## src/sv/icmppt_pkg.sv

```systemverilog
// Shared types and constants for the incremental conductance MPPT unit.
// Used by the controller, the datapath, the divider and the top level.
package icmppt_pkg;

    localparam int SAMPLE_W   = 16;
    localparam int SAMPLE_X_W = SAMPLE_W + 1;
    localparam int DIV_W      = SAMPLE_W + 16;
    localparam int DIV_CNT_W  = $clog2(DIV_W + 1);
    localparam int G_W        = DIV_W + 2;

    localparam int DUTY_W     = 16;
    localparam int DUTY_X_W   = DUTY_W + 2;
    localparam int STEP_W     = 12;
    localparam int BAND_W     = 8;
    localparam int GBAND_W    = 16;
    localparam int PWM_W      = 12;
    localparam int ACT_W      = 2;

    localparam int S_TDATA_W  = ((2 * SAMPLE_W + 7) / 8) * 8;
    localparam int M_FIELDS_W = DUTY_W + 2 * PWM_W + ACT_W;
    localparam int M_TDATA_W  = ((M_FIELDS_W + 7) / 8) * 8;

    localparam int CFG_IDX_W  = 3;
    localparam int CFG_DATA_W = 16;

    localparam logic [DUTY_W-1:0]  DUTY_MIN_RST   = 16'd32768;
    localparam logic [DUTY_W-1:0]  DUTY_MAX_RST   = 16'd58982;
    localparam logic [STEP_W-1:0]  DUTY_STEP_RST  = 12'd131;
    localparam logic [BAND_W-1:0]  VBAND_RST      = 8'd3;
    localparam logic [BAND_W-1:0]  IBAND_RST      = 8'd3;
    localparam logic [GBAND_W-1:0] GBAND_RST      = 16'd655;
    localparam logic [PWM_W-1:0]   PWM_FS_RST     = 12'd603;
    localparam logic [DUTY_W:0]    DUTY_ONE       = 17'h10000;

    typedef enum logic [ACT_W-1:0] {
        ACT_HOLD = 2'd0,
        ACT_DEC  = 2'd1,
        ACT_INC  = 2'd2
    } action_t;

    typedef enum logic [CFG_IDX_W-1:0] {
        CFG_DUTY_MIN  = 3'd0,
        CFG_DUTY_MAX  = 3'd1,
        CFG_DUTY_STEP = 3'd2,
        CFG_VBAND     = 3'd3,
        CFG_IBAND     = 3'd4,
        CFG_GBAND     = 3'd5,
        CFG_PWM_FS    = 3'd6
    } cfg_idx_t;

    typedef enum logic {
        DIV_IV   = 1'b0,
        DIV_DIDV = 1'b1
    } div_src_t;

    typedef enum logic [1:0] {
        SRC_DI  = 2'd0,
        SRC_DEC = 2'd1,
        SRC_G   = 2'd2
    } act_src_t;

    typedef enum logic [2:0] {
        ST_IDLE,
        ST_CLASSIFY,
        ST_DIV1,
        ST_DIV2,
        ST_DECIDE,
        ST_STEP,
        ST_PWM,
        ST_DONE
    } state_t;

    typedef struct packed {
        logic     capture;
        logic     div_start;
        div_src_t div_src;
        logic     save_q1;
        logic     clear_q1;
        logic     save_g;
        logic     act_load;
        act_src_t act_src;
        logic     step;
        logic     pwm;
        logic     load_out;
    } dp_cmd_t;

    typedef struct packed {
        logic dv_small;
        logic v_zero;
        logic i_zero;
        logic div_done;
    } dp_sts_t;

endpackage

```

## src/sv/icmppt_div.sv

```systemverilog
// Restoring unsigned divider, one quotient bit per cycle.
// Depends on icmppt_pkg for the dividend and divisor widths.
module icmppt_div import icmppt_pkg::*; (
    input  logic                aclk,
    input  logic                aresetn,
    input  logic                start,
    input  logic [DIV_W-1:0]    dividend,
    input  logic [SAMPLE_W-1:0] divisor,
    output logic [DIV_W-1:0]    quotient,
    output logic                done
);

    logic [DIV_W-1:0]     quo_reg, quo_next;
    logic [SAMPLE_W-1:0]  rem_reg, rem_next;
    logic [SAMPLE_W-1:0]  dvs_reg, dvs_next;
    logic [DIV_CNT_W-1:0] cnt_reg, cnt_next;
    logic                 busy_reg, busy_next;
    logic                 done_reg, done_next;

    logic [SAMPLE_X_W-1:0] trial;
    logic [SAMPLE_X_W-1:0] diff;
    logic                  fits;

    // The dividend shifts out of the top of quo_reg while quotient bits enter at the bottom.
    assign trial = {rem_reg, quo_reg[DIV_W-1]};
    assign fits  = trial >= {1'b0, dvs_reg};
    assign diff  = trial - {1'b0, dvs_reg};

    always_comb begin
        quo_next  = quo_reg;
        rem_next  = rem_reg;
        dvs_next  = dvs_reg;
        cnt_next  = cnt_reg;
        busy_next = busy_reg;
        done_next = 1'b0;
        if (start) begin
            quo_next  = dividend;
            rem_next  = '0;
            dvs_next  = divisor;
            cnt_next  = DIV_CNT_W'(DIV_W);
            busy_next = 1'b1;
        end else if (busy_reg) begin
            rem_next = fits ? diff[SAMPLE_W-1:0] : trial[SAMPLE_W-1:0];
            quo_next = {quo_reg[DIV_W-2:0], fits};
            cnt_next = cnt_reg - 1'b1;
            if (cnt_reg == DIV_CNT_W'(1)) begin
                busy_next = 1'b0;
                done_next = 1'b1;
            end
        end
    end

    always_ff @(posedge aclk) begin
        if (!aresetn) begin
            cnt_reg  <= '0;
            busy_reg <= 1'b0;
            done_reg <= 1'b0;
        end else begin
            cnt_reg  <= cnt_next;
            busy_reg <= busy_next;
            done_reg <= done_next;
        end
    end

    always_ff @(posedge aclk) begin
        quo_reg <= quo_next;
        rem_reg <= rem_next;
        dvs_reg <= dvs_next;
    end

    assign quotient = quo_reg;
    assign done     = done_reg;

    a_no_restart: assert property (@(posedge aclk) disable iff (!aresetn)
        start |-> !busy_reg)
        else $error("divider started while a division is running");

    a_done_on_count: assert property (@(posedge aclk) disable iff (!aresetn)
        (busy_reg && cnt_reg == DIV_CNT_W'(1) && !start) |=> done_reg)
        else $error("divider did not finish after its last bit");

    a_done_after_busy: assert property (@(posedge aclk) disable iff (!aresetn)
        done_reg |-> (!busy_reg && $past(busy_reg)))
        else $error("divider done without a preceding division");

endmodule

```

## src/sv/icmppt_dp.sv

```systemverilog
// Datapath: configuration registers, sample history, conductance sum, duty step and PWM counts.
// Depends on icmppt_pkg and instantiates icmppt_div.
module icmppt_dp import icmppt_pkg::*; (
    input  logic                  aclk,
    input  logic                  aresetn,
    input  logic                  cfg_we,
    input  logic [CFG_IDX_W-1:0]  cfg_index,
    input  logic [CFG_DATA_W-1:0] cfg_data,
    input  logic [S_TDATA_W-1:0]  s_tdata,
    input  dp_cmd_t               cmd,
    output dp_sts_t               sts,
    output logic [M_TDATA_W-1:0]  m_tdata
);

    logic [DUTY_W-1:0]  duty_min_reg;
    logic [DUTY_W-1:0]  duty_max_reg;
    logic [STEP_W-1:0]  duty_step_reg;
    logic [BAND_W-1:0]  vband_reg;
    logic [BAND_W-1:0]  iband_reg;
    logic [GBAND_W-1:0] gband_reg;
    logic [PWM_W-1:0]   pwm_fs_reg;

    logic [SAMPLE_W-1:0]   prev_v_reg;
    logic [SAMPLE_W-1:0]   prev_i_reg;
    logic [DUTY_W-1:0]     duty_state_reg;

    logic [SAMPLE_W-1:0]   v_reg;
    logic [SAMPLE_W-1:0]   i_reg;
    logic [SAMPLE_X_W-1:0] dv_reg;
    logic [SAMPLE_X_W-1:0] di_reg;
    logic [DIV_W-1:0]      q1_reg;
    logic signed [G_W-1:0] g_reg;
    action_t               act_reg;
    logic [DUTY_W-1:0]     duty_reg;
    logic [PWM_W-1:0]      hi_reg;
    logic [PWM_W-1:0]      lo_reg;
    logic [M_TDATA_W-1:0]  m_tdata_reg;

    logic [SAMPLE_W-1:0]   s_v;
    logic [SAMPLE_W-1:0]   s_i;
    logic [SAMPLE_X_W-1:0] abs_dv;
    logic [SAMPLE_X_W-1:0] abs_di;
    logic [DIV_W-1:0]      div_dividend;
    logic [SAMPLE_W-1:0]   div_divisor;
    logic [DIV_W-1:0]      div_quotient;
    logic                  div_done;
    logic [G_W-1:0]        q2_ext;
    logic signed [G_W-1:0] g_sum;
    logic signed [SAMPLE_X_W-1:0] iband_s;
    logic signed [G_W-1:0]        gband_s;
    action_t               act_di;
    action_t               act_g;
    action_t               act_next;
    logic signed [DUTY_X_W-1:0] d_step;
    logic signed [DUTY_X_W-1:0] d_hi_clamp;
    logic signed [DUTY_X_W-1:0] d_clamp;
    logic [DUTY_W+PWM_W-1:0]    hi_prod;
    logic [DUTY_W+PWM_W-1:0]    lo_prod;

    assign s_v = s_tdata[SAMPLE_W-1:0];
    assign s_i = s_tdata[2*SAMPLE_W-1:SAMPLE_W];

    always_ff @(posedge aclk) begin
        if (!aresetn) begin
            duty_min_reg  <= DUTY_MIN_RST;
            duty_max_reg  <= DUTY_MAX_RST;
            duty_step_reg <= DUTY_STEP_RST;
            vband_reg     <= VBAND_RST;
            iband_reg     <= IBAND_RST;
            gband_reg     <= GBAND_RST;
            pwm_fs_reg    <= PWM_FS_RST;
        end else if (cfg_we) begin
            case (cfg_idx_t'(cfg_index))
                CFG_DUTY_MIN:  duty_min_reg  <= cfg_data[DUTY_W-1:0];
                CFG_DUTY_MAX:  duty_max_reg  <= cfg_data[DUTY_W-1:0];
                CFG_DUTY_STEP: duty_step_reg <= cfg_data[STEP_W-1:0];
                CFG_VBAND:     vband_reg     <= cfg_data[BAND_W-1:0];
                CFG_IBAND:     iband_reg     <= cfg_data[BAND_W-1:0];
                CFG_GBAND:     gband_reg     <= cfg_data[GBAND_W-1:0];
                CFG_PWM_FS:    pwm_fs_reg    <= cfg_data[PWM_W-1:0];
                default: ;
            endcase
        end
    end

    assign abs_dv = dv_reg[SAMPLE_W] ? (~dv_reg + 1'b1) : dv_reg;
    assign abs_di = di_reg[SAMPLE_W] ? (~di_reg + 1'b1) : di_reg;

    assign sts.dv_small = abs_dv <= SAMPLE_X_W'(vband_reg);
    assign sts.v_zero   = v_reg == '0;
    assign sts.i_zero   = i_reg == '0;
    assign sts.div_done = div_done;

    // The first pass divides I by V, the second |dI| by |dV|; both dividends carry 16 fraction bits.
    assign div_dividend = (cmd.div_src == DIV_IV) ? {i_reg, 16'b0}
                                                  : {abs_di[SAMPLE_W-1:0], 16'b0};
    assign div_divisor  = (cmd.div_src == DIV_IV) ? v_reg : abs_dv[SAMPLE_W-1:0];

    icmppt_div u_div (
        .aclk     (aclk),
        .aresetn  (aresetn),
        .start    (cmd.div_start),
        .dividend (div_dividend),
        .divisor  (div_divisor),
        .quotient (div_quotient),
        .done     (div_done)
    );

    // The dI/dV quotient takes the sign of dI xor dV, which truncates toward zero.
    assign q2_ext = {2'b00, div_quotient};
    assign g_sum  = $signed({2'b00, q1_reg})
                  + ((dv_reg[SAMPLE_W] ^ di_reg[SAMPLE_W]) ? $signed(~q2_ext + 1'b1)
                                                           : $signed(q2_ext));

    assign iband_s = $signed(SAMPLE_X_W'(iband_reg));
    assign gband_s = $signed(G_W'(gband_reg));

    always_comb begin
        if ($signed(di_reg) > iband_s) begin
            act_di = ACT_DEC;
        end else if ($signed(di_reg) < -iband_s) begin
            act_di = ACT_INC;
        end else begin
            act_di = ACT_HOLD;
        end
        if (g_reg > gband_s) begin
            act_g = ACT_DEC;
        end else if (g_reg < -gband_s) begin
            act_g = ACT_INC;
        end else begin
            act_g = ACT_HOLD;
        end
        case (cmd.act_src)
            SRC_DI:  act_next = act_di;
            SRC_DEC: act_next = ACT_DEC;
            SRC_G:   act_next = act_g;
            default: act_next = ACT_HOLD;
        endcase
    end

    always_comb begin
        case (act_reg)
            ACT_DEC: d_step = $signed({2'b00, duty_state_reg})
                            - $signed(DUTY_X_W'(duty_step_reg));
            ACT_INC: d_step = $signed({2'b00, duty_state_reg})
                            + $signed(DUTY_X_W'(duty_step_reg));
            default: d_step = $signed({2'b00, duty_state_reg});
        endcase
        // Upper clamp first, then lower, so crossed limits settle on duty_min.
        d_hi_clamp = (d_step >= $signed({2'b00, duty_max_reg})) ? $signed({2'b00, duty_max_reg})
                                                               : d_step;
        d_clamp    = (d_hi_clamp <= $signed({2'b00, duty_min_reg}))
                   ? $signed({2'b00, duty_min_reg}) : d_hi_clamp;
    end

    assign hi_prod = duty_reg * pwm_fs_reg;
    assign lo_prod = (DUTY_ONE - {1'b0, duty_reg}) * pwm_fs_reg;

    always_ff @(posedge aclk) begin
        if (!aresetn) begin
            prev_v_reg     <= '0;
            prev_i_reg     <= '0;
            duty_state_reg <= '0;
        end else if (cmd.load_out) begin
            prev_v_reg     <= v_reg;
            prev_i_reg     <= i_reg;
            duty_state_reg <= duty_reg;
        end
    end

    always_ff @(posedge aclk) begin
        if (cmd.capture) begin
            v_reg  <= s_v;
            i_reg  <= s_i;
            dv_reg <= {1'b0, s_v} - {1'b0, prev_v_reg};
            di_reg <= {1'b0, s_i} - {1'b0, prev_i_reg};
        end
        if (cmd.clear_q1) begin
            q1_reg <= '0;
        end else if (cmd.save_q1) begin
            q1_reg <= div_quotient;
        end
        if (cmd.save_g) begin
            g_reg <= g_sum;
        end
        if (cmd.act_load) begin
            act_reg <= act_next;
        end
        if (cmd.step) begin
            duty_reg <= d_clamp[DUTY_W-1:0];
        end
        if (cmd.pwm) begin
            hi_reg <= hi_prod[DUTY_W+PWM_W-1:DUTY_W];
            lo_reg <= lo_prod[DUTY_W+PWM_W-1:DUTY_W];
        end
        if (cmd.load_out) begin
            m_tdata_reg <= {(M_TDATA_W-M_FIELDS_W)'(0), act_reg, lo_reg, hi_reg, duty_reg};
        end
    end

    assign m_tdata = m_tdata_reg;

endmodule

```

## src/sv/icmppt_ctrl.sv

```systemverilog
// Controller state machine: sequences capture, the two divisions, the decision and the output beat.
// Depends on icmppt_pkg for the state, command and status types.
module icmppt_ctrl import icmppt_pkg::*; (
    input  logic    aclk,
    input  logic    aresetn,
    input  logic    s_tvalid,
    output logic    s_tready,
    output logic    m_tvalid,
    input  logic    m_tready,
    input  dp_sts_t sts,
    output dp_cmd_t cmd
);

    state_t state_reg, state_next;
    logic   out_valid_reg, out_valid_next;
    logic   out_free;

    assign out_free = !out_valid_reg || m_tready;

    always_comb begin
        state_next = state_reg;
        case (state_reg)
            ST_IDLE:     if (s_tvalid) state_next = ST_CLASSIFY;
            ST_CLASSIFY: begin
                if (sts.dv_small || (sts.v_zero && !sts.i_zero)) begin
                    state_next = ST_STEP;
                end else if (sts.v_zero) begin
                    state_next = ST_DIV2;
                end else begin
                    state_next = ST_DIV1;
                end
            end
            ST_DIV1:     if (sts.div_done) state_next = ST_DIV2;
            ST_DIV2:     if (sts.div_done) state_next = ST_DECIDE;
            ST_DECIDE:   state_next = ST_STEP;
            ST_STEP:     state_next = ST_PWM;
            ST_PWM:      state_next = ST_DONE;
            ST_DONE:     if (out_free) state_next = ST_IDLE;
            default:     state_next = ST_IDLE;
        endcase
    end

    always_comb begin
        cmd      = '0;
        s_tready = 1'b0;
        case (state_reg)
            ST_IDLE: begin
                s_tready    = 1'b1;
                cmd.capture = s_tvalid;
            end
            ST_CLASSIFY: begin
                if (sts.dv_small) begin
                    cmd.act_load = 1'b1;
                    cmd.act_src  = SRC_DI;
                end else if (sts.v_zero && !sts.i_zero) begin
                    cmd.act_load = 1'b1;
                    cmd.act_src  = SRC_DEC;
                end else if (sts.v_zero) begin
                    // Zero voltage with zero current: the I/V term is zero.
                    cmd.clear_q1  = 1'b1;
                    cmd.div_start = 1'b1;
                    cmd.div_src   = DIV_DIDV;
                end else begin
                    cmd.div_start = 1'b1;
                    cmd.div_src   = DIV_IV;
                end
            end
            ST_DIV1: begin
                cmd.div_src = DIV_IV;
                if (sts.div_done) begin
                    cmd.save_q1   = 1'b1;
                    cmd.div_start = 1'b1;
                    cmd.div_src   = DIV_DIDV;
                end
            end
            ST_DIV2: begin
                cmd.div_src = DIV_DIDV;
                cmd.save_g  = sts.div_done;
            end
            ST_DECIDE: begin
                cmd.act_load = 1'b1;
                cmd.act_src  = SRC_G;
            end
            ST_STEP:  cmd.step     = 1'b1;
            ST_PWM:   cmd.pwm      = 1'b1;
            ST_DONE:  cmd.load_out = out_free;
            default: ;
        endcase
    end

    always_comb begin
        out_valid_next = out_valid_reg;
        if (cmd.load_out) begin
            out_valid_next = 1'b1;
        end else if (m_tready) begin
            out_valid_next = 1'b0;
        end
    end

    always_ff @(posedge aclk) begin
        if (!aresetn) begin
            state_reg     <= ST_IDLE;
            out_valid_reg <= 1'b0;
        end else begin
            state_reg     <= state_next;
            out_valid_reg <= out_valid_next;
        end
    end

    assign m_tvalid = out_valid_reg;

    a_accept_starts: assert property (@(posedge aclk) disable iff (!aresetn)
        (s_tvalid && s_tready) |=> state_reg == ST_CLASSIFY)
        else $error("accepted beat did not start a decision");

    a_load_shows: assert property (@(posedge aclk) disable iff (!aresetn)
        cmd.load_out |=> m_tvalid)
        else $error("loaded result not presented");

endmodule

```

## src/sv/incremental_conductance_mppt_unit.sv

```systemverilog
// Incremental conductance MPPT unit: one duty decision and PWM compare pair per sample beat.
// Depends on icmppt_pkg; instantiates icmppt_ctrl and icmppt_dp (which holds icmppt_div).
//
// Each accepted s_ beat (panel voltage and current, Q8.8) yields exactly one m_ beat with the
// new clamped duty (Q0.16), the high and low PWM compare counts and the step decision. The
// block handles one sample at a time. A beat whose voltage change sits inside the dead band,
// or whose voltage is zero with current flowing, goes from classification straight to the
// duty step, PWM and output states. Otherwise the conductance sum needs two passes through the
// shared bit-serial divider (I/V, then dI/dV; 32 quotient bits each) before the decision,
// step, PWM and output states. Zero voltage with zero current skips the I/V pass. The next
// sample is taken once the result sits in the output register, while that result waits for
// the consumer; a consumer that still holds off the previous result stalls the block in its
// final state until the output register frees up.
// Configuration writes are taken at any time (cfg_ready is always high) but are meant to land
// only while no sample is in flight; an index past the last register is ignored.
module incremental_conductance_mppt_unit import icmppt_pkg::*; (
    input  logic                  aclk,
    input  logic                  aresetn,
    input  logic                  s_tvalid,
    output logic                  s_tready,
    input  logic [S_TDATA_W-1:0]  s_tdata,   // pv_voltage, pv_current
    output logic                  m_tvalid,
    input  logic                  m_tready,
    output logic [M_TDATA_W-1:0]  m_tdata,   // duty_fraction, pwm_high_count,
                                             // pwm_low_count, step_action, zero fill
    input  logic                  cfg_valid,
    output logic                  cfg_ready,
    input  logic [CFG_IDX_W-1:0]  cfg_index,
    input  logic [CFG_DATA_W-1:0] cfg_data
);

    dp_cmd_t cmd;
    dp_sts_t sts;

    assign cfg_ready = 1'b1;

    icmppt_ctrl u_ctrl (
        .aclk     (aclk),
        .aresetn  (aresetn),
        .s_tvalid (s_tvalid),
        .s_tready (s_tready),
        .m_tvalid (m_tvalid),
        .m_tready (m_tready),
        .sts      (sts),
        .cmd      (cmd)
    );

    icmppt_dp u_dp (
        .aclk      (aclk),
        .aresetn   (aresetn),
        .cfg_we    (cfg_valid && cfg_ready),
        .cfg_index (cfg_index),
        .cfg_data  (cfg_data),
        .s_tdata   (s_tdata),
        .cmd       (cmd),
        .sts       (sts),
        .m_tdata   (m_tdata)
    );

endmodule
```

## config.mk

```make
export PLATFORM = sky130hd
export DESIGN_NAME = incremental_conductance_mppt_unit
export DESIGN_NICKNAME = d
export VERILOG_FILES = /design/src/sv/icmppt_pkg.sv /design/src/sv/icmppt_div.sv /design/src/sv/icmppt_dp.sv /design/src/sv/icmppt_ctrl.sv /design/src/sv/incremental_conductance_mppt_unit.sv
export SDC_FILE = /design/constraint.sdc
export NUM_CORES = 2
export LEC_CHECK = 0
export BUFFER_PORTS_ARGS = -buffer_cell sky130_fd_sc_hd__buf_2
export CELL_PAD_IN_SITES_DETAIL_PLACEMENT = 0
export CELL_PAD_IN_SITES_GLOBAL_PLACEMENT = 1
export CORE_ASPECT_RATIO = 1.75
export CORE_UTILIZATION = 40
export CTS_CLUSTER_SIZE = 8
export DETAILED_ROUTE_END_ITERATION = 16
export PLACE_DENSITY_LB_ADDON = 0.1
export SLEW_MARGIN = 20
export SYNTH_ARGS = -nofsm -noshare
export SYNTH_HDL_FRONTEND = slang
export SYNTH_SLANG_ARGS = --single-unit
```

## constraint.sdc

```tcl
create_clock -name aclk -period 6.6 [get_ports aclk]
set_input_delay 0.66 -clock aclk [delete_from_list [all_inputs] [get_ports aclk]]
set_output_delay 0.66 -clock aclk [all_outputs]
set_load 0.05 [all_outputs]
```

==> metrics.yaml <==
run_status: "finished with violations"
violations: "negative setup slack"
vias: 28520
initial_core_util_pct: 40.37
placed_cell_area_sq_mm: 0.04014
period_share_pct: 102.4
seq_power_share_pct: 36.4
finalWirelength_microns: 110700
avgRoutedWirePerCell_microns: 20.35
ys.flop_type: "edfxtp_1"
peakVddDrop_mv: 0.2028
post-route-util_pct: 46.02
ant_nets: 0
globalRoute.totalOverflow: 0
fmax_mhz: 148.0
min_path_type: "input port to flop"
switching_share_pct: 33.05
portBuffers: 99
hold_end: "u_dp.v_reg[4]$_DFFE_PP_"
insertion_delay_ps: 650
holdCritStartpoint: "s_tdata[4]"
hold_viol: 0
maxCapViolations: 0
clk_pin_slew_worst_paths_ps: 60
io-pin-count: 107
gp_congestion: 0.8885
slew_headroom_pct: 21.46
rows: 147
avgSynthCellArea_sq_um: 9.287
synth_cell_types: 92
p_int_uw: 6047
critPathLaunchType: "flop"
largest_reg_flops: 42
fin_area_sq_mm: 0.04216
min_period_ps: 6757
finalSetupViolCount: 4
cts_buffers: 60
synth_edf_count: 232
maxSlewViolCount: 0
drive_gt1_share_pct: 12.11
finalClockSkew_ps: 24.42
hpwl_microns: 88260
drt_pass1_iterations: 7
powerDensity_mw_per_mm2: 214.3
rr_worst_depth: 22
first_iter_violations: 999
path_class: "flop to flop"
worst_pin_slew_ps: 1175
area_growth_pct: 14.00
endpoint_kind: "flop"
grtUsageTotal_pct: 23.92
cp_max_fo: 4
die_h_microns: 404.2
instances_no_fill: 5438
fill_cells: 9063
dpl.cell_count: 5319
cts_tree: "built"
power.total_uw: 9033
route.detailed.drc: 0
rsz0062_at_grt: "yes"
final_common_cell: "nand2_1"
core_sq_mm: 0.09160
grt_pass1_vias: 30520
r2r-start: "u_dp.duty_reg[3]$_DFFE_PP_"
antenna_found_initial: 3
fin_nets: 4898
pwr-share-clk_pct: 32.8
vias_per_cell: 5.244
leakage_uw: 0.01835
arrival_ps: 7140
grt_pass1_wl_microns: 171100
switchingPower_uw: 2986
htree_levels: 2
r2r_slack_ps: -160
cp.required_ps: 6980
cts-root-buf: "clkbuf_16"
synth_area_sq_mm: 0.03698
yosysWarnings: 0
synth_seq_area_share_pct: 29.45
layout_setup_ws_ps: -156.9
synth.ff_latch_count: 428
die_w_microns: 231.8
grt_max_degree: 98
die_area_sq_mm: 0.09372
postCtsHoldBufs: 0
ys_async_sr_fraction_pct: 0
syn_inst: 3982
reg2reg_to: "u_dp.lo_reg[11]$_DFFE_PP_"
tns_ps: -558.4
cts_sinks: 428
layout_common_cells: "nand2_1, inv_1, ha_1"
clock_path_buffers: 3
pwr-share-comb_pct: 30.8
holdPathStages: 1
[timing repair]
| action | CTS | global route |
|---|---|---|
| buffers inserted | 6 | 4 |
| pin swaps | 18 | 3 |
| endpoints found under the hold margin | 0 | 0 |
| endpoints found under the setup margin | 8 | 27 |
| resized for setup | 29 | 11 |
[routing by layer]
layer | track usage [%] | wire length, microns
met4 | 10.12 | 5048
met3 | 2.551 | 2700
met1 | 22.80 | 38380
met5 | 0 | 35
met2 | 49.71 | 64500
[stage by stage]
step / worst slack [ps] / hold WS, ps
2_1_floorplan: -147.4 / 400.3
3_3_place_gp: -368.5 / 402.4
3_5_place_dp: -397.2 / 405.6
4_1_cts: -138.9 / 163.6
5_1_grt: -467.7 / 182.9
6_report: -156.9 / 209.2
[worst max-delay path, cell delays in order (launching register included)]
cell and delay [ps]:
edfxtp_1 410, or3_4 390, or3b_4 400, or4_4 560, nor4_4 220, xnor2_2 210, buf_4 200, nand2_2 60
fa_1 490, fa_1 490, inv_1 50, fa_1 470, fa_1 510, fa_1 530, ha_4 310, a21o_1 120
a21oi_2 60, o21ba_4 200, a211oi_4 300, o21ai_2 120, nor3_2 190, a2111oi_2 60, xnor2_1 130
[cells in the mapped netlist (45+ instances only)]
cell type / n / area share, %
a21boi_0: 115 / 2.3
a21o_1: 47 / 0.95
a21oi_1: 126 / 1.7
and2_1: 138 / 2.3
clkbuf_1: 149 / 1.5
dfxtp_1: 196 / 11
edfxtp_1: 232 / 19
fa_1: 293 / 16
ha_1: 351 / 12
inv_1: 474 / 4.8
mux2i_1: 61 / 1.7
nand2_1: 642 / 6.5
nand3_1: 45 / 0.61
nor2_1: 184 / 1.9
nor3_1: 88 / 1.2
o211ai_1: 45 / 0.91
o21ai_0: 96 / 1.3
xnor2_1: 138 / 3.3
xor2_1: 46 / 1.1
[how the worst max path moves through the flow]
stage                               start                        end  slack, ps  cells past startpoint
4_1_cts        u_dp.duty_reg[4]$_DFFE_PP_  u_dp.lo_reg[10]$_DFFE_PP_       -140                     22
3_3_place_gp   u_dp.duty_reg[4]$_DFFE_PP_  u_dp.lo_reg[11]$_DFFE_PP_       -370                     23
2_1_floorplan  u_dp.duty_reg[3]$_DFFE_PP_  u_dp.lo_reg[11]$_DFFE_PP_       -150                     24
6_report       u_dp.duty_reg[3]$_DFFE_PP_  u_dp.lo_reg[11]$_DFFE_PP_       -160                     22
3_5_place_dp   u_dp.duty_reg[3]$_DFFE_PP_  u_dp.lo_reg[11]$_DFFE_PP_       -400                     23
5_1_grt        u_dp.duty_reg[4]$_DFFE_PP_   u_dp.lo_reg[8]$_DFFE_PP_       -470                     22
[cells by family (layout without fill, tap and decap cells)]
group	after synthesis	count (layout)	share of synthesized area, %
AND/OR/NAND/NOR	1307	1307	16.45
flip-flops	428	428	29.45
buffers and inverters	654	912	6.814
XOR/XNOR	184	184	4.358
AO/OA/AOI/OAI	659	659	12.21
multiplexers	104	104	2.961
adder cells (fa/ha/maj)	644	644	27.74
other	2	8	0.02031
[cell type report]
type | count | area, sq um | area share, %
clock inverter | 4 | 63.81 | 0.1514
inverter | 477 | 1793 | 4.253
tap | 1192 | 1491 | 3.538
clock buffer | 105 | 1680 | 3.986
timing repair buffer | 326 | 2356 | 5.589
sequential | 428 | 10890 | 25.83
multi-input combinational | 2905 | 23880 | 56.64
antenna | 1 | 2.502 | 0.005936
[power groups by stage]
| stage | logic [uW] | registers (uW) | clock network (uW) |
|---|---|---|---|
| 4_1_cts | 2810 | 3290 | 3050 |
| 6_report | 2780 | 3290 | 2960 |
| 5_1_grt | 3170 | 3310 | 3140 |
| 2_1_floorplan | 1980 | 3260 | 0 |
| 3_5_place_dp | 2720 | 3340 | 0 |
| 3_3_place_gp | 2710 | 3340 | 0 |
Note: power is estimated with default switching activity, not from simulation.
